`config.mk`:
```
export PLATFORM = sky130hd
export DESIGN_NAME = ncas_ctrl
export DESIGN_NICKNAME = d
export VERILOG_FILES = /design/src/rtl/ncas_pkg.sv /design/src/rtl/ncas_ctrl.sv
export SDC_FILE = /design/constraint.sdc
export NUM_CORES = 1
export LEC_CHECK = 0
export ABC_AREA = 1
export BUFFER_PORTS_ARGS = -buffer_cell sky130_fd_sc_hd__buf_2
export CAP_MARGIN = 0
export CORE_ASPECT_RATIO = 1.4
export CORE_MARGIN = 1
export CORE_UTILIZATION = 28
export DETAILED_ROUTE_END_ITERATION = 8
export GPL_TIMING_DRIVEN = 0
export PLACE_DENSITY = 0.52
export SYNTH_ARGS = -nofsm -noshare
export SYNTH_HDL_FRONTEND = slang
export SYNTH_SLANG_ARGS = --single-unit
```
`constraint.sdc`:
```
create_clock -name clk -period 2.2 [get_ports clk]
set_clock_uncertainty 0.15 [all_clocks]
set_input_delay 0.11 -clock clk [delete_from_list [all_inputs] [get_ports clk]]
set_output_delay 0.11 -clock clk [all_outputs]
set_load 0.05 [all_outputs]
```
`src/rtl/ncas_pkg.sv`:
```
// Types, constants and command structs of the nearest-centroid assigner.
package ncas_pkg;

    localparam int MAX_CLUSTERS = 16;
    localparam int MAX_DIMS     = 4;
    localparam int MAX_POINTS   = 1024;
    localparam int COORD_BITS   = 16;

    localparam int CL_W     = $clog2(MAX_CLUSTERS);
    localparam int DIM_W    = $clog2(MAX_DIMS);
    localparam int PT_W     = $clog2(MAX_POINTS);
    localparam int KCFG_W   = 5;
    localparam int DCFG_W   = 3;
    localparam int SQ_W     = 2 * COORD_BITS;
    localparam int ACC_W    = SQ_W + DIM_W;
    localparam int ROOT_W   = ACC_W / 2;
    localparam int REM_W    = ROOT_W + 3;
    localparam int SQCNT_W  = $clog2(ROOT_W);
    localparam int DIST_W   = 17;
    localparam int COST_W   = 27;
    localparam int CNT_W    = 11;
    localparam int REC_W    = 1 + CL_W + DIST_W;
    localparam int IN_W     = 32;
    localparam int OUT_W    = 64;

    typedef enum logic [1:0] {
        FUNC_LOAD  = 2'd0,
        FUNC_POINT = 2'd1,
        FUNC_QUERY = 2'd2,
        FUNC_CLEAR = 2'd3
    } ncas_func_t;

    localparam logic RES_POINT = 1'b0;
    localparam logic RES_COUNT = 1'b1;

    localparam logic REG_CLUSTERS = 1'b0;
    localparam logic REG_DIMS     = 1'b1;

    typedef struct packed {
        logic              accept;
        logic              cen_wr;
        logic              pb_wr;
        logic              clr_wr;
        logic [PT_W-1:0]   clr_addr;
        logic              issue;
        logic [CL_W-1:0]   iss_c;
        logic [DIM_W-1:0]  iss_d;
        logic              iss_first;
        logic              iss_last;
        logic              iss_final;
        logic              sqrt_load;
        logic              sqrt_step;
        logic              rec_rd;
        logic              old_chk;
        logic              dec_wb;
        logic              inc_rd;
        logic              inc_wb;
        logic              q_rd;
        logic              out_load;
    } ncas_cmd_t;

    typedef struct packed {
        logic search_done;
        logic old_valid;
        logic out_free;
    } ncas_stat_t;

endpackage

```
`src/rtl/ncas_ctrl.sv`:
```
// Controller: sequences loads, clears, count queries, the centroid search, the square root and record updates.
module ncas_ctrl (
    input  logic                          clk,
    input  logic                          rst_n,
    input  logic                          in_valid,
    output logic                          in_ready,
    input  logic [1:0]                    in_func,
    input  logic [ncas_pkg::DIM_W-1:0]    in_didx,
    input  logic [ncas_pkg::KCFG_W-1:0]   k_use,
    input  logic [ncas_pkg::DCFG_W-1:0]   dims_use,
    input  ncas_pkg::ncas_stat_t          stat,
    output ncas_pkg::ncas_cmd_t           cmd
);

    typedef enum logic [3:0] {
        ST_CLEAR,
        ST_IDLE,
        ST_DIST,
        ST_DRAIN,
        ST_SQ_LOAD,
        ST_SQRT,
        ST_REC_RD,
        ST_REC_OLD,
        ST_DEC_WB,
        ST_INC_RD,
        ST_INC_WB,
        ST_Q_RD,
        ST_OUT
    } state_t;

    state_t                         state_reg, state_next;
    logic [ncas_pkg::CL_W-1:0]      c_reg, c_next;
    logic [ncas_pkg::DIM_W-1:0]     d_reg, d_next;
    logic [ncas_pkg::SQCNT_W-1:0]   sq_reg, sq_next;
    logic [ncas_pkg::PT_W-1:0]      clr_reg, clr_next;
    logic                           accept, last_d, last_c, pt_last;

    assign in_ready = (state_reg == ST_IDLE);
    assign accept   = in_valid & in_ready;
    assign last_d   = ncas_pkg::DCFG_W'(d_reg) == dims_use - 1'b1;
    assign last_c   = ncas_pkg::KCFG_W'(c_reg) == k_use - 1'b1;
    assign pt_last  = ncas_pkg::DCFG_W'(in_didx) == dims_use - 1'b1;

    always_comb
    begin
        cmd          = '0;
        cmd.clr_addr = clr_reg;
        cmd.iss_c    = c_reg;
        cmd.iss_d    = d_reg;
        state_next   = state_reg;
        c_next       = c_reg;
        d_next       = d_reg;
        sq_next      = sq_reg;
        clr_next     = clr_reg;
        unique case (state_reg)
            ST_CLEAR:
            begin
                cmd.clr_wr = 1'b1;
                clr_next   = clr_reg + 1'b1;
                if (clr_reg == ncas_pkg::PT_W'(ncas_pkg::MAX_POINTS - 1))
                    state_next = ST_IDLE;
            end
            ST_IDLE:
            begin
                if (accept)
                begin
                    cmd.accept = 1'b1;
                    unique case (ncas_pkg::ncas_func_t'(in_func))
                        ncas_pkg::FUNC_LOAD:
                            cmd.cen_wr = 1'b1;
                        ncas_pkg::FUNC_POINT:
                        begin
                            cmd.pb_wr = 1'b1;
                            if (pt_last)
                            begin
                                c_next     = '0;
                                d_next     = '0;
                                state_next = ST_DIST;
                            end
                        end
                        ncas_pkg::FUNC_QUERY:
                            state_next = ST_Q_RD;
                        ncas_pkg::FUNC_CLEAR:
                        begin
                            clr_next   = '0;
                            state_next = ST_CLEAR;
                        end
                        default:
                            state_next = ST_IDLE;
                    endcase
                end
            end
            ST_DIST:
            begin
                cmd.issue     = 1'b1;
                cmd.iss_first = (d_reg == '0);
                cmd.iss_last  = last_d;
                cmd.iss_final = last_d & last_c;
                if (last_d)
                begin
                    d_next = '0;
                    c_next = c_reg + 1'b1;
                    if (last_c)
                        state_next = ST_DRAIN;
                end
                else
                    d_next = d_reg + 1'b1;
            end
            ST_DRAIN:
            begin
                if (stat.search_done)
                    state_next = ST_SQ_LOAD;
            end
            ST_SQ_LOAD:
            begin
                cmd.sqrt_load = 1'b1;
                sq_next       = '0;
                state_next    = ST_SQRT;
            end
            ST_SQRT:
            begin
                cmd.sqrt_step = 1'b1;
                sq_next       = sq_reg + 1'b1;
                if (sq_reg == ncas_pkg::SQCNT_W'(ncas_pkg::ROOT_W - 1))
                    state_next = ST_REC_RD;
            end
            ST_REC_RD:
            begin
                cmd.rec_rd = 1'b1;
                state_next = ST_REC_OLD;
            end
            ST_REC_OLD:
            begin
                cmd.old_chk = 1'b1;
                state_next  = stat.old_valid ? ST_DEC_WB : ST_INC_RD;
            end
            ST_DEC_WB:
            begin
                cmd.dec_wb = 1'b1;
                state_next = ST_INC_RD;
            end
            ST_INC_RD:
            begin
                cmd.inc_rd = 1'b1;
                state_next = ST_INC_WB;
            end
            ST_INC_WB:
            begin
                cmd.inc_wb = 1'b1;
                state_next = ST_OUT;
            end
            ST_Q_RD:
            begin
                cmd.q_rd   = 1'b1;
                state_next = ST_OUT;
            end
            ST_OUT:
            begin
                if (stat.out_free)
                begin
                    cmd.out_load = 1'b1;
                    state_next   = ST_IDLE;
                end
            end
            default:
                state_next = ST_IDLE;
        endcase
    end

    always_ff @(posedge clk or negedge rst_n)
    begin
        if (!rst_n)
        begin
            state_reg <= ST_CLEAR;
            c_reg     <= '0;
            d_reg     <= '0;
            sq_reg    <= '0;
            clr_reg   <= '0;
        end
        else
        begin
            state_reg <= state_next;
            c_reg     <= c_next;
            d_reg     <= d_next;
            sq_reg    <= sq_next;
            clr_reg   <= clr_next;
        end
    end

endmodule

```
==> flow_summary.json, run 1 <==
{
  "peakVddDrop_mv": 0.4962,
  "cts-root-buf": "clkbuf_8",
  "cts_tree": "built",
  "clk_latency_ns": 0.27,
  "grt_pass1_vias": 1837,
  "ff2ff_setup_slack_ns": 0.37,
  "cts_buffers": 3,
  "wl_per_cell_um": 10.79,
  "postSynthCellCount": 293,
  "clock_sinks": 25,
  "die_y_um": 102.1,
  "worst_hold_slack_ns": 0.03733,
  "cts_setup_buffers": 0,
  "final_layout_size_suffix_gt1_frac": 0.2378,
  "place_congestion": 0.8228,
  "synth_area_um2": 2006,
  "ys_seq_area_frac": 0.3119,
  "p_leak_nw": 1.318,
  "cap_viol_max_count": 0,
  "synth_top_area_share": 0.3119,
  "p_total_mw": 3.148,
  "postSynthAreaPerCell_um2": 6.845,
  "rsz0062_at_grt": "false",
  "crit_type": "flop to primary output",
  "antenna_found_initial": 0,
  "final_cell_area_um2": 2444,
  "synth_edf_count": 0,
  "die_w_um": 73.53,
  "cp_cell_sequence": "inv_2 > nand2_2 > nor2_4 > inv_1 > nor3_2 > clkbuf_4",
  "synth.distinct_cells": 29,
  "drc": 0,
  "dieArea_um2": 7510,
  "clkTransAtPathRegs_ns": 0.08,
  "num_vias": 1941,
  "critical-path-max-stage-delay_ns": 0.48,
  "synthArstFlopShare": 1.000,
  "final_core_util": 0.3523,
  "fp-row-count": 36,
  "setup_viol": 0,
  "worstMarginPinSlew_ns": 0.5922,
  "finalNetCount": 379,
  "min-delay-path-class": "primary input to flop",
  "syn2layout_area_growth_pct": 21.83,
  "grt_use_met1": 0.1648,
  "end_kind": "primary output",
  "synth_ff_type": "dfrtp_1",
  "yosysWarnings": 0,
  "dr.pass1.iters": 4,
  "htree_num_levels": 1,
  "use_met3": 0.01479,
  "post-synth-top-count-cell": "nand2_1",
  "busiest_layer": "met2",
  "power-per-cell-area_nw_per_um2": 1288,
  "place_area_um2": 2385,
  "grt_max_degree": 26,
  "synth_area_leader_cell": "dfrtp_1",
  "fill_cells": 787,
  "initial_core_util": 0.2891,
  "ys_top_cells_by_count": "nand2_1, inv_1, nor2_1",
  "max_freq_mhz": 497.8,
  "finalWirelength_mm": 4.791,
  "period_needed_ns": 2.009,
  "status": "completed",
  "clockBufferDepth": 2,
  "startpoint_type": "flop",
  "pin_count": 52,
  "arrival_ns": 1.75,
  "drv_slew": 0,
  "cp_max_fo": 7,
  "syn-num-nets": 322,
  "ys_ff_latch": 25,
  "slowest_stage": "dfrtp_1",
  "dp_hpwl_mm": 3.878,
  "grt_pass1_wl_mm": 8.066,
  "finalSetupTns_ns": 0,
  "core_area_um2": 6937,
  "finalCritPeriodShare": 0.9132,
  "largest_reg_flops": 10,
  "grtUsageTotal": 0.1367,
  "required_ns": 1.94,
  "detail_route.iter0.violations": 62,
  "max_slew_margin": 0.6052,
  "antennaDiodeCount": 0,
  "hold_viol_final": 0,
  "vias_per_cell": 4.372,
  "grt_util_met2": 0.2463,
  "grt-ovfl-total": 0,
  "io_buffers": 51,
  "synthTopCellsByArea": "dfrtp_1, nand2_1, inv_1",
  "drtAntennaViolNets": 0
}
-- where the power goes --
group / switching [mW] / internal, mW
sequential: 0.194 / 0.626
clock: 0.152 / 0.127
combinational: 1.50 / 0.548
total: 1.85 / 1.30
-- stage by stage --
| step | setup slack (ns) | std cells |
|---|---|---|
| finish | 0.1910 | 444 |
| global route | 0.01317 | 444 |
| CTS | 0.1129 | 444 |
| detailed placement | 0.3812 | 439 |
| global placement | 0.3973 | 439 |
| floorplan | 0.08384 | 293 |
-- layer usage --
metal	up-vias	part of all wire
li1	1037	-
met1	855	0.45
met2	40	0.49
met4	0	0.027
met5	-	0
met3	9	0.034
-- path summary, 6_finish.rpt --
| kind | start | endpoint | cells past startpoint |
|---|---|---|---|
| worst max-delay path | state_reg[0] | cmd[9] | 6 |
| worst min-delay path | stat[0] | state_reg[3] | 4 |
| worst max register to register | clr_reg[0] | state_reg[0] | 10 |
| worst min register to register | clr_reg[5] | clr_reg[5] | 2 |
| max in group asynchronous | rst_n | state_reg[2] | 2 |
| min in group asynchronous | rst_n | clr_reg[2] | 2 |
-- cells in the final DEF, fill, tap and decap left out --
master         count
o21ai_0            6
clkbuf_4           1
o21ai_4            1
clkbuf_8           3
o32ai_1            2
nand2_4            2
o21ai_1            5
nor2_4             8
or2_2              1
nor3_2             1
buf_2             50
dlygate4sd3_1      1
nand3b_1           3
nand2_1           79
clkinv_2           2
inv_2              4
xor2_1             6
xnor2_1            3
inv_1             47
nand3_1           19
inv_4              1
a21oi_1            5
nand4_1            6
o22ai_1            1
nor2_1            36
o21ai_2            1
dfrtp_1           25
nor2_2             3
buf_4              1
nand2_2            4
ha_1              11
nor3_1             5
o31ai_1            5
o211ai_1           1
-- area by class of cell --
cell class / count / area, µm² / area share
multi-input cells: 214 / 1175 / 0.4808
repair buffers: 52 / 267.8 / 0.1096
plain buffers: 1 / 7.507 / 0.003072
well taps: 95 / 118.9 / 0.04864
inverters: 53 / 202.7 / 0.08295
flip-flops and latches: 25 / 625.6 / 0.2560
clock inverters: 1 / 5.005 / 0.002048
clock buffers: 3 / 41.29 / 0.01690
-- what timing repair did --
item	4_1_cts	5_1_grt
resized for setup	0	1
endpoints found under the setup margin	0	1
endpoints found under the hold margin	25	0
hold buffers	1	0
-- critical path: cells and delay by family, from the launching register on --
kind                   cells  cell delay (ns)
flip-flops                 1             0.48
buffers and inverters      3             0.52
AND/OR/NAND/NOR            3             0.47
-- cell families (layout without fill, tap and decap cells) --
family                   after synthesis  after routing  synth area share
AND/OR/NAND/NOR                      167            167            0.3886
buffers and inverters                 54            110            0.1048
XOR/XNOR                               9              9           0.03930
AO/OA/AOI/OAI                         27             27           0.08672
adder cells (fa/ha/maj)               11             11           0.06862
flip-flops                            25             25            0.3119
No activity file was read; power rests on OpenSTA's default activity.
==> inputs of run 2 (changes only) <==
--- a/config.mk
+++ b/config.mk
@@ -14,6 +14,7 @@
 export DETAILED_ROUTE_END_ITERATION = 8
 export GPL_TIMING_DRIVEN = 0
 export PLACE_DENSITY = 0.52
+export SETUP_SLACK_MARGIN = 0.4
 export SYNTH_ARGS = -nofsm -noshare
 export SYNTH_HDL_FRONTEND = slang
 export SYNTH_SLANG_ARGS = --single-unit
==> flow_summary.json, run 2 (synthesized netlist as in run 1, its figures left out) <==
{
  "status": "completed",
  "fill_cells": 747,
  "dp_hpwl_mm": 3.865,
  "htree_num_levels": 1,
  "io_buffers": 51,
  "cts-root-buf": "clkbuf_8",
  "fp-row-count": 36,
  "peakVddDrop_mv": 0.4953,
  "drv_slew": 0,
  "final_common_cell": "nand2_1",
  "drtAntennaViolNets": 0,
  "final_layout_size_suffix_gt1_frac": 0.3497,
  "switching_share": 0.5628,
  "rsz0062_at_grt": "true",
  "largest_reg_flops": 10,
  "grtUsageTotal": 0.1376,
  "critical-path-max-stage-delay_ns": 0.46,
  "initial_core_util": 0.2891,
  "power-per-cell-area_nw_per_um2": 1299,
  "drc": 0,
  "max_slew_margin": 0.6023,
  "cap_viol_max_count": 0,
  "antenna_found_initial": 0,
  "p_int_mw": 1.538,
  "p_leak_nw": 1.420,
  "core_area_um2": 6937,
  "required_ns": 1.94,
  "clockPowerShare": 0.080,
  "clock_sinks": 25,
  "startpoint_type": "flop",
  "grt-ovfl-total": 0,
  "p_comb_frac": 0.692,
  "critical_path_depth": 5,
  "wl_per_cell_um": 11.22,
  "die_w_um": 73.53,
  "cp_num_buf_inv": 3,
  "dr.pass1.iters": 4,
  "dieArea_um2": 7510,
  "seq_power_share": 0.229,
  "hold_path_depth": 4,
  "worst_hold_slack_ns": 0.03982,
  "vias_per_cell": 4.440,
  "cts_buffers": 3,
  "grt_pass1_vias": 1811,
  "num_vias": 2047,
  "pin_count": 52,
  "antennaDiodeCount": 0,
  "rr_worst_depth": 8,
  "final_cell_mix": "nand2_1, buf_2, inv_1, nor2_1, buf_4",
  "min-delay-path-class": "primary input to flop",
  "setup_viol": 0,
  "crit_family": "flip-flops",
  "finalNetCount": 396,
  "finalSetupTns_ns": 0,
  "worstMarginPinSlew_ns": 0.5965,
  "period_needed_ns": 1.791,
  "detail_route.iter0.violations": 41,
  "finalWirelength_mm": 5.173,
  "clockBufferDepth": 2,
  "end_kind": "primary output",
  "multiInputGateArea_um2": 1265,
  "hold_viol_final": 0,
  "power.switching_mw": 1.980,
  "cp_cell_sequence": "buf_4 > nor2_2 > inv_2 > nor2_4 > buf_6",
  "grt_pass1_wl_mm": 8.079,
  "cts_tree": "built",
  "die_y_um": 102.1,
  "finalCritPeriodShare": 0.8142,
  "slowest_stage": "dfrtp_2",
  "max_freq_mhz": 558.3,
  "arrival_ns": 1.53,
  "clk_latency_ns": 0.27,
  "syn2layout_area_growth_pct": 35.00,
  "crit_type": "flop to primary output",
  "grt_max_degree": 26,
  "clkTransAtPathRegs_ns": 0.09,
  "seqCellArea_um2": 635.6,
  "cp_max_fo": 6,
  "place_congestion": 0.8026
}
[run 2: cell types whose count changed in the layout (fill, tap and decap cells not counted), sizes merged]
cell | previous run | this run
buf | 51 | 67
o21ai | 13 | 14
[run 2: repair_timing]
action | CTS | global route
endpoints found under the setup margin | 11 | 23
gates resized for setup | 11 | 26
hold endpoints to repair | 25 | 0
hold buffers | 1 | 0
buffers inserted | 5 | 11
gates cloned | 0 | 1
pin swaps | 1 | 2
[run 2: cell type report]
class	instances	area share
Multi-Input combinational cell	215	0.4672
Tap cell	95	0.04390
Timing Repair Buffer	68	0.1594
Inverter	53	0.07486
Clock buffer	3	0.01525
Buffer	1	0.002773
Clock inverter	1	0.001848
Sequential cell	25	0.2348
[run 2: final timing paths]
path / startpoint / end / slack, ns
worst max-delay path: state_reg[0] / cmd[29] / 0.41
worst min-delay path: stat[0] / state_reg[3] / 0.04
worst max register to register: state_reg[0] / clr_reg[2] / 0.48
worst min register to register: c_reg[2] / c_reg[2] / 0.43
max in group asynchronous: rst_n / state_reg[3] / 1.25
min in group asynchronous: rst_n / clr_reg[5] / 0.21
[run 2: worst reg2reg max path: cells and delay by family, from the launching register on]
| kind | cells | cell delay [ns] |
|---|---|---|
| flops | 1 | 0.46 |
| simple gates | 3 | 0.43 |
| compound gates | 2 | 0.27 |
| buf+inv | 3 | 0.35 |
[run 2: metal layers]
metal	vias to the layer above	share of wire	track usage
li1	1070	-	-
met1	932	0.42	0.1665
met2	41	0.53	0.2534
met3	4	0.035	0.01677
met4	0	0.0087	0.03550
met5	-	0	0
[run 2: metrics by stage]
step                power [mW]  cells  setup slack (ns)    util  cell area (µm²)
floorplan                2.456    293            0.2327       -             2052
global placement         2.913    439            0.3631  0.3497             2426
detailed placement       2.925    439            0.3514  0.3497             2426
CTS                      3.307    449            0.3743  0.3669             2545
global route             3.799    461            0.3465  0.3903             2708
finish                   3.518    461            0.4087  0.3903             2708
[run 2: power groups by stage]
stage	clock [mW]	sequential, mW	combinational (mW)
2_1_floorplan	0	1.17	1.29
3_3_place_gp	0	0.833	2.08
3_5_place_dp	0	0.836	2.09
4_1_cts	0.297	0.817	2.19
5_1_grt	0.316	0.832	2.65
6_report	0.280	0.805	2.43
==> inputs of run 3 (changes only) <==
--- a/config.mk
+++ b/config.mk
@@ -5,7 +5,7 @@
 export SDC_FILE = /design/constraint.sdc
 export NUM_CORES = 1
 export LEC_CHECK = 0
-export ABC_AREA = 1
+export ABC_AREA = 0
 export BUFFER_PORTS_ARGS = -buffer_cell sky130_fd_sc_hd__buf_2
 export CAP_MARGIN = 0
 export CORE_ASPECT_RATIO = 1.4
@@ -13,7 +13,7 @@
 export CORE_UTILIZATION = 28
 export DETAILED_ROUTE_END_ITERATION = 8
 export GPL_TIMING_DRIVEN = 0
-export PLACE_DENSITY = 0.52
+export PLACE_DENSITY = 0.54
 export SETUP_SLACK_MARGIN = 0.4
 export SYNTH_ARGS = -nofsm -noshare
 export SYNTH_HDL_FRONTEND = slang
==> constraint.sdc (replaced) <==
create_clock -name clk -period 1.55 [get_ports clk]
set_clock_uncertainty 0.15 [all_clocks]
set_input_delay 0.0775 -clock clk [delete_from_list [all_inputs] [get_ports clk]]
set_output_delay 0.0775 -clock clk [all_outputs]
set_load 0.05 [all_outputs]
==> flow_summary.json, run 3 <==
{
  "num_vias": 1897,
  "p_leak_nw": 1.388,
  "drv_slew": 0,
  "switching_share": 0.5058,
  "max_freq_mhz": 494.1,
  "fp-row-count": 34,
  "wl_per_cell_um": 14.83,
  "antennaDiodeCount": 0,
  "synthTopCellsByArea": "dfrtp_1, ha_1, nor2_1",
  "grtUsageTotal": 0.1653,
  "synth_ff_type": "dfrtp_1",
  "ys_ff_latch": 25,
  "synth_area_leader_cell": "dfrtp_1",
  "postSynthAreaPerCell_um2": 8.590,
  "cp_max_fo": 5,
  "drtAntennaViolNets": 0,
  "p_int_mw": 3.175,
  "detail_route.iter0.violations": 73,
  "finalNetCount": 331,
  "cp_num_buf_inv": 0,
  "period_needed_ns": 2.024,
  "layout_setup_ws_ns": -0.4741,
  "drc": 8,
  "hold_path_depth": 4,
  "cap_viol_max_count": 0,
  "ys_top_cells_by_count": "dfrtp_1, nor2_1, inv_1",
  "postSynthCellCount": 215,
  "grt_pass1_vias": 1960,
  "grt_max_degree": 26,
  "arrival_ns": 2.04,
  "die_w_um": 70.64,
  "status": "complete, but fails checks",
  "hold_viol_final": 0,
  "vias_per_cell": 5.086,
  "p_total_mw": 6.424,
  "fill_cells": 596,
  "cts-root-buf": "clkbuf_8",
  "io_buffers": 51,
  "max_slew_margin": 0.6004,
  "p_comb_frac": 0.759,
  "power-per-cell-area_nw_per_um2": 1995,
  "die_y_um": 98.09,
  "synth.distinct_cells": 54,
  "cp_cell_sequence": "or4b_4 > a311o_1 > o311a_4 > a32o_1",
  "dieArea_um2": 6929,
  "dp.cells": 338,
  "core_area_um2": 6296,
  "synth_top_area_share": 0.3388,
  "peakVddDrop_mv": 0.9130,
  "slowest_stage": "or4b_4",
  "end_kind": "flop",
  "dr.pass1.iters": 6,
  "crit_type": "flop to flop",
  "layoutNonFillerInstCount": 373,
  "rsz0062_at_grt": "true",
  "clockBufferDepth": 2,
  "pin_count": 52,
  "crit_family": "compound AO/OA/AOI/OAI gates",
  "rr_worst_depth": 4,
  "place_area_um2": 2447,
  "worst_hold_slack_ns": 0.1488,
  "clkTransAtPathRegs_ns": 0.09,
  "yosysWarnings": 0,
  "worstMarginPinSlew_ns": 0.5994,
  "critical-path-max-stage-delay_ns": 0.60,
  "clockPowerShare": 0.063,
  "clk_latency_ns": 0.27,
  "clock_sinks": 25,
  "final_cell_mix": "buf_6, buf_4, dfrtp_1, buf_2, nor2_1",
  "synth_area_um2": 1847,
  "initial_core_util": 0.2933,
  "cts_buffers": 3,
  "place_congestion": 0.7518,
  "htree_num_levels": 1,
  "syn-num-nets": 244,
  "seq_power_share": 0.178,
  "syn2layout_area_growth_pct": 74.32,
  "finalCritPeriodShare": 1.306,
  "ys_seq_area_frac": 0.3388,
  "startpoint_type": "flop",
  "violations": "design-rule violations, negative setup slack",
  "grt-ovfl-total": 0,
  "synth_edf_count": 0,
  "final_cell_area_um2": 3219,
  "dp_hpwl_mm": 3.874,
  "critical_path_depth": 4,
  "cts_tree": "built",
  "final_core_util": 0.5113,
  "finalWirelength_mm": 5.530,
  "required_ns": 1.57,
  "final_layout_size_suffix_gt1_frac": 0.5415,
  "synthArstFlopShare": 1.000,
  "min-delay-path-class": "primary input to flop",
  "grt_pass1_wl_mm": 9.197,
  "setup_viol": 39,
  "antenna_found_initial": 0,
  "power.switching_mw": 3.249,
  "largest_reg_flops": 10
}
run 3: cell count changes in the layout (fill, tap and decap cells not counted), moves of 7 or more:
cell,previous run,this run
buf_2,43,17
buf_4,19,29
buf_6,3,29
buf_8,2,9
inv_1,42,10
nand2_1,78,10
nand3_1,16,7
nor2_1,27,14
nor2_2,10,2
run 3: metal layers:
layer,global-route usage,vias to the layer above,part of all wire
met1,0.1796,902,0.38
met3,0.01548,12,0.029
met2,0.3174,45,0.55
met5,0,-,0
met4,0.07538,0,0.033
li1,-,938,-
run 3: cell families after synthesis:
logic type | synth area share
flip-flops | 0.3388
adder cells (fa/ha/maj) | 0.07452
AND/OR/NAND/NOR | 0.2493
buffers and inverters | 0.05826
XOR/XNOR | 0.09011
AO/OA/AOI/OAI | 0.1829
multiplexers | 0.006097
run 3: worst paths after layout:
| check | endpoint | startpoint | slack (ns) |
|---|---|---|---|
| setup / recovery | state_reg[2] | state_reg[1] | -0.47 |
| hold reg to reg | sq_reg[2] | sq_reg[2] | 0.38 |
| setup reg to reg | state_reg[2] | state_reg[1] | -0.47 |
| max in group asynchronous | c_reg[0] | rst_n | 0.64 |
| hold / removal | state_reg[1] | stat[2] | 0.15 |
| min in group asynchronous | clr_reg[0] | rst_n | 0.18 |
run 3: power groups by stage:
| stage | Sequential [mW] | Combinational (mW) | Clock [mW] |
|---|---|---|---|
| final | 1.14 | 4.87 | 0.407 |
| after global routing | 1.17 | 5.19 | 0.450 |
| after CTS | 1.13 | 4.39 | 0.422 |
| after detailed placement | 1.18 | 3.32 | 0 |
| after global placement | 1.17 | 3.29 | 0 |
| after floorplan | 1.52 | 2.26 | 0 |
run 3: repair_timing:
item,4_1_cts,5_1_grt
pin swaps,17,16
gates resized for setup,95,38
setup endpoints to repair,59,56
hold buffers,2,0
setup buffers,21,8
hold endpoints to repair,26,0
run 3: worst min-delay path: stages:
cell	delay, ns
buf_2	0.10
o311a_4	0.24
nand2_1	0.06
o311ai_1	0.06
run 3: metrics by stage:
stage	setup slack, ns	TNS (ns)
5_1_grt	-0.5117	-13.54
3_5_place_dp	-0.5829	-10.92
2_1_floorplan	-0.5137	-9.198
4_1_cts	-0.4798	-11.11
3_3_place_gp	-0.5770	-10.88
6_report	-0.4741	-10.94
run 3: layout make-up:
| class | instances | area (µm²) | area share |
|---|---|---|---|
| multi-input combinational | 164 | 1511 | 0.4695 |
| timing repair buffer | 82 | 735.7 | 0.2285 |
| sequential | 25 | 634.4 | 0.1970 |
| inverter | 20 | 108.9 | 0.03381 |
| buffer | 6 | 93.84 | 0.02915 |
| tap | 72 | 90.09 | 0.02798 |
| clock buffer | 4 | 45.04 | 0.01399 |
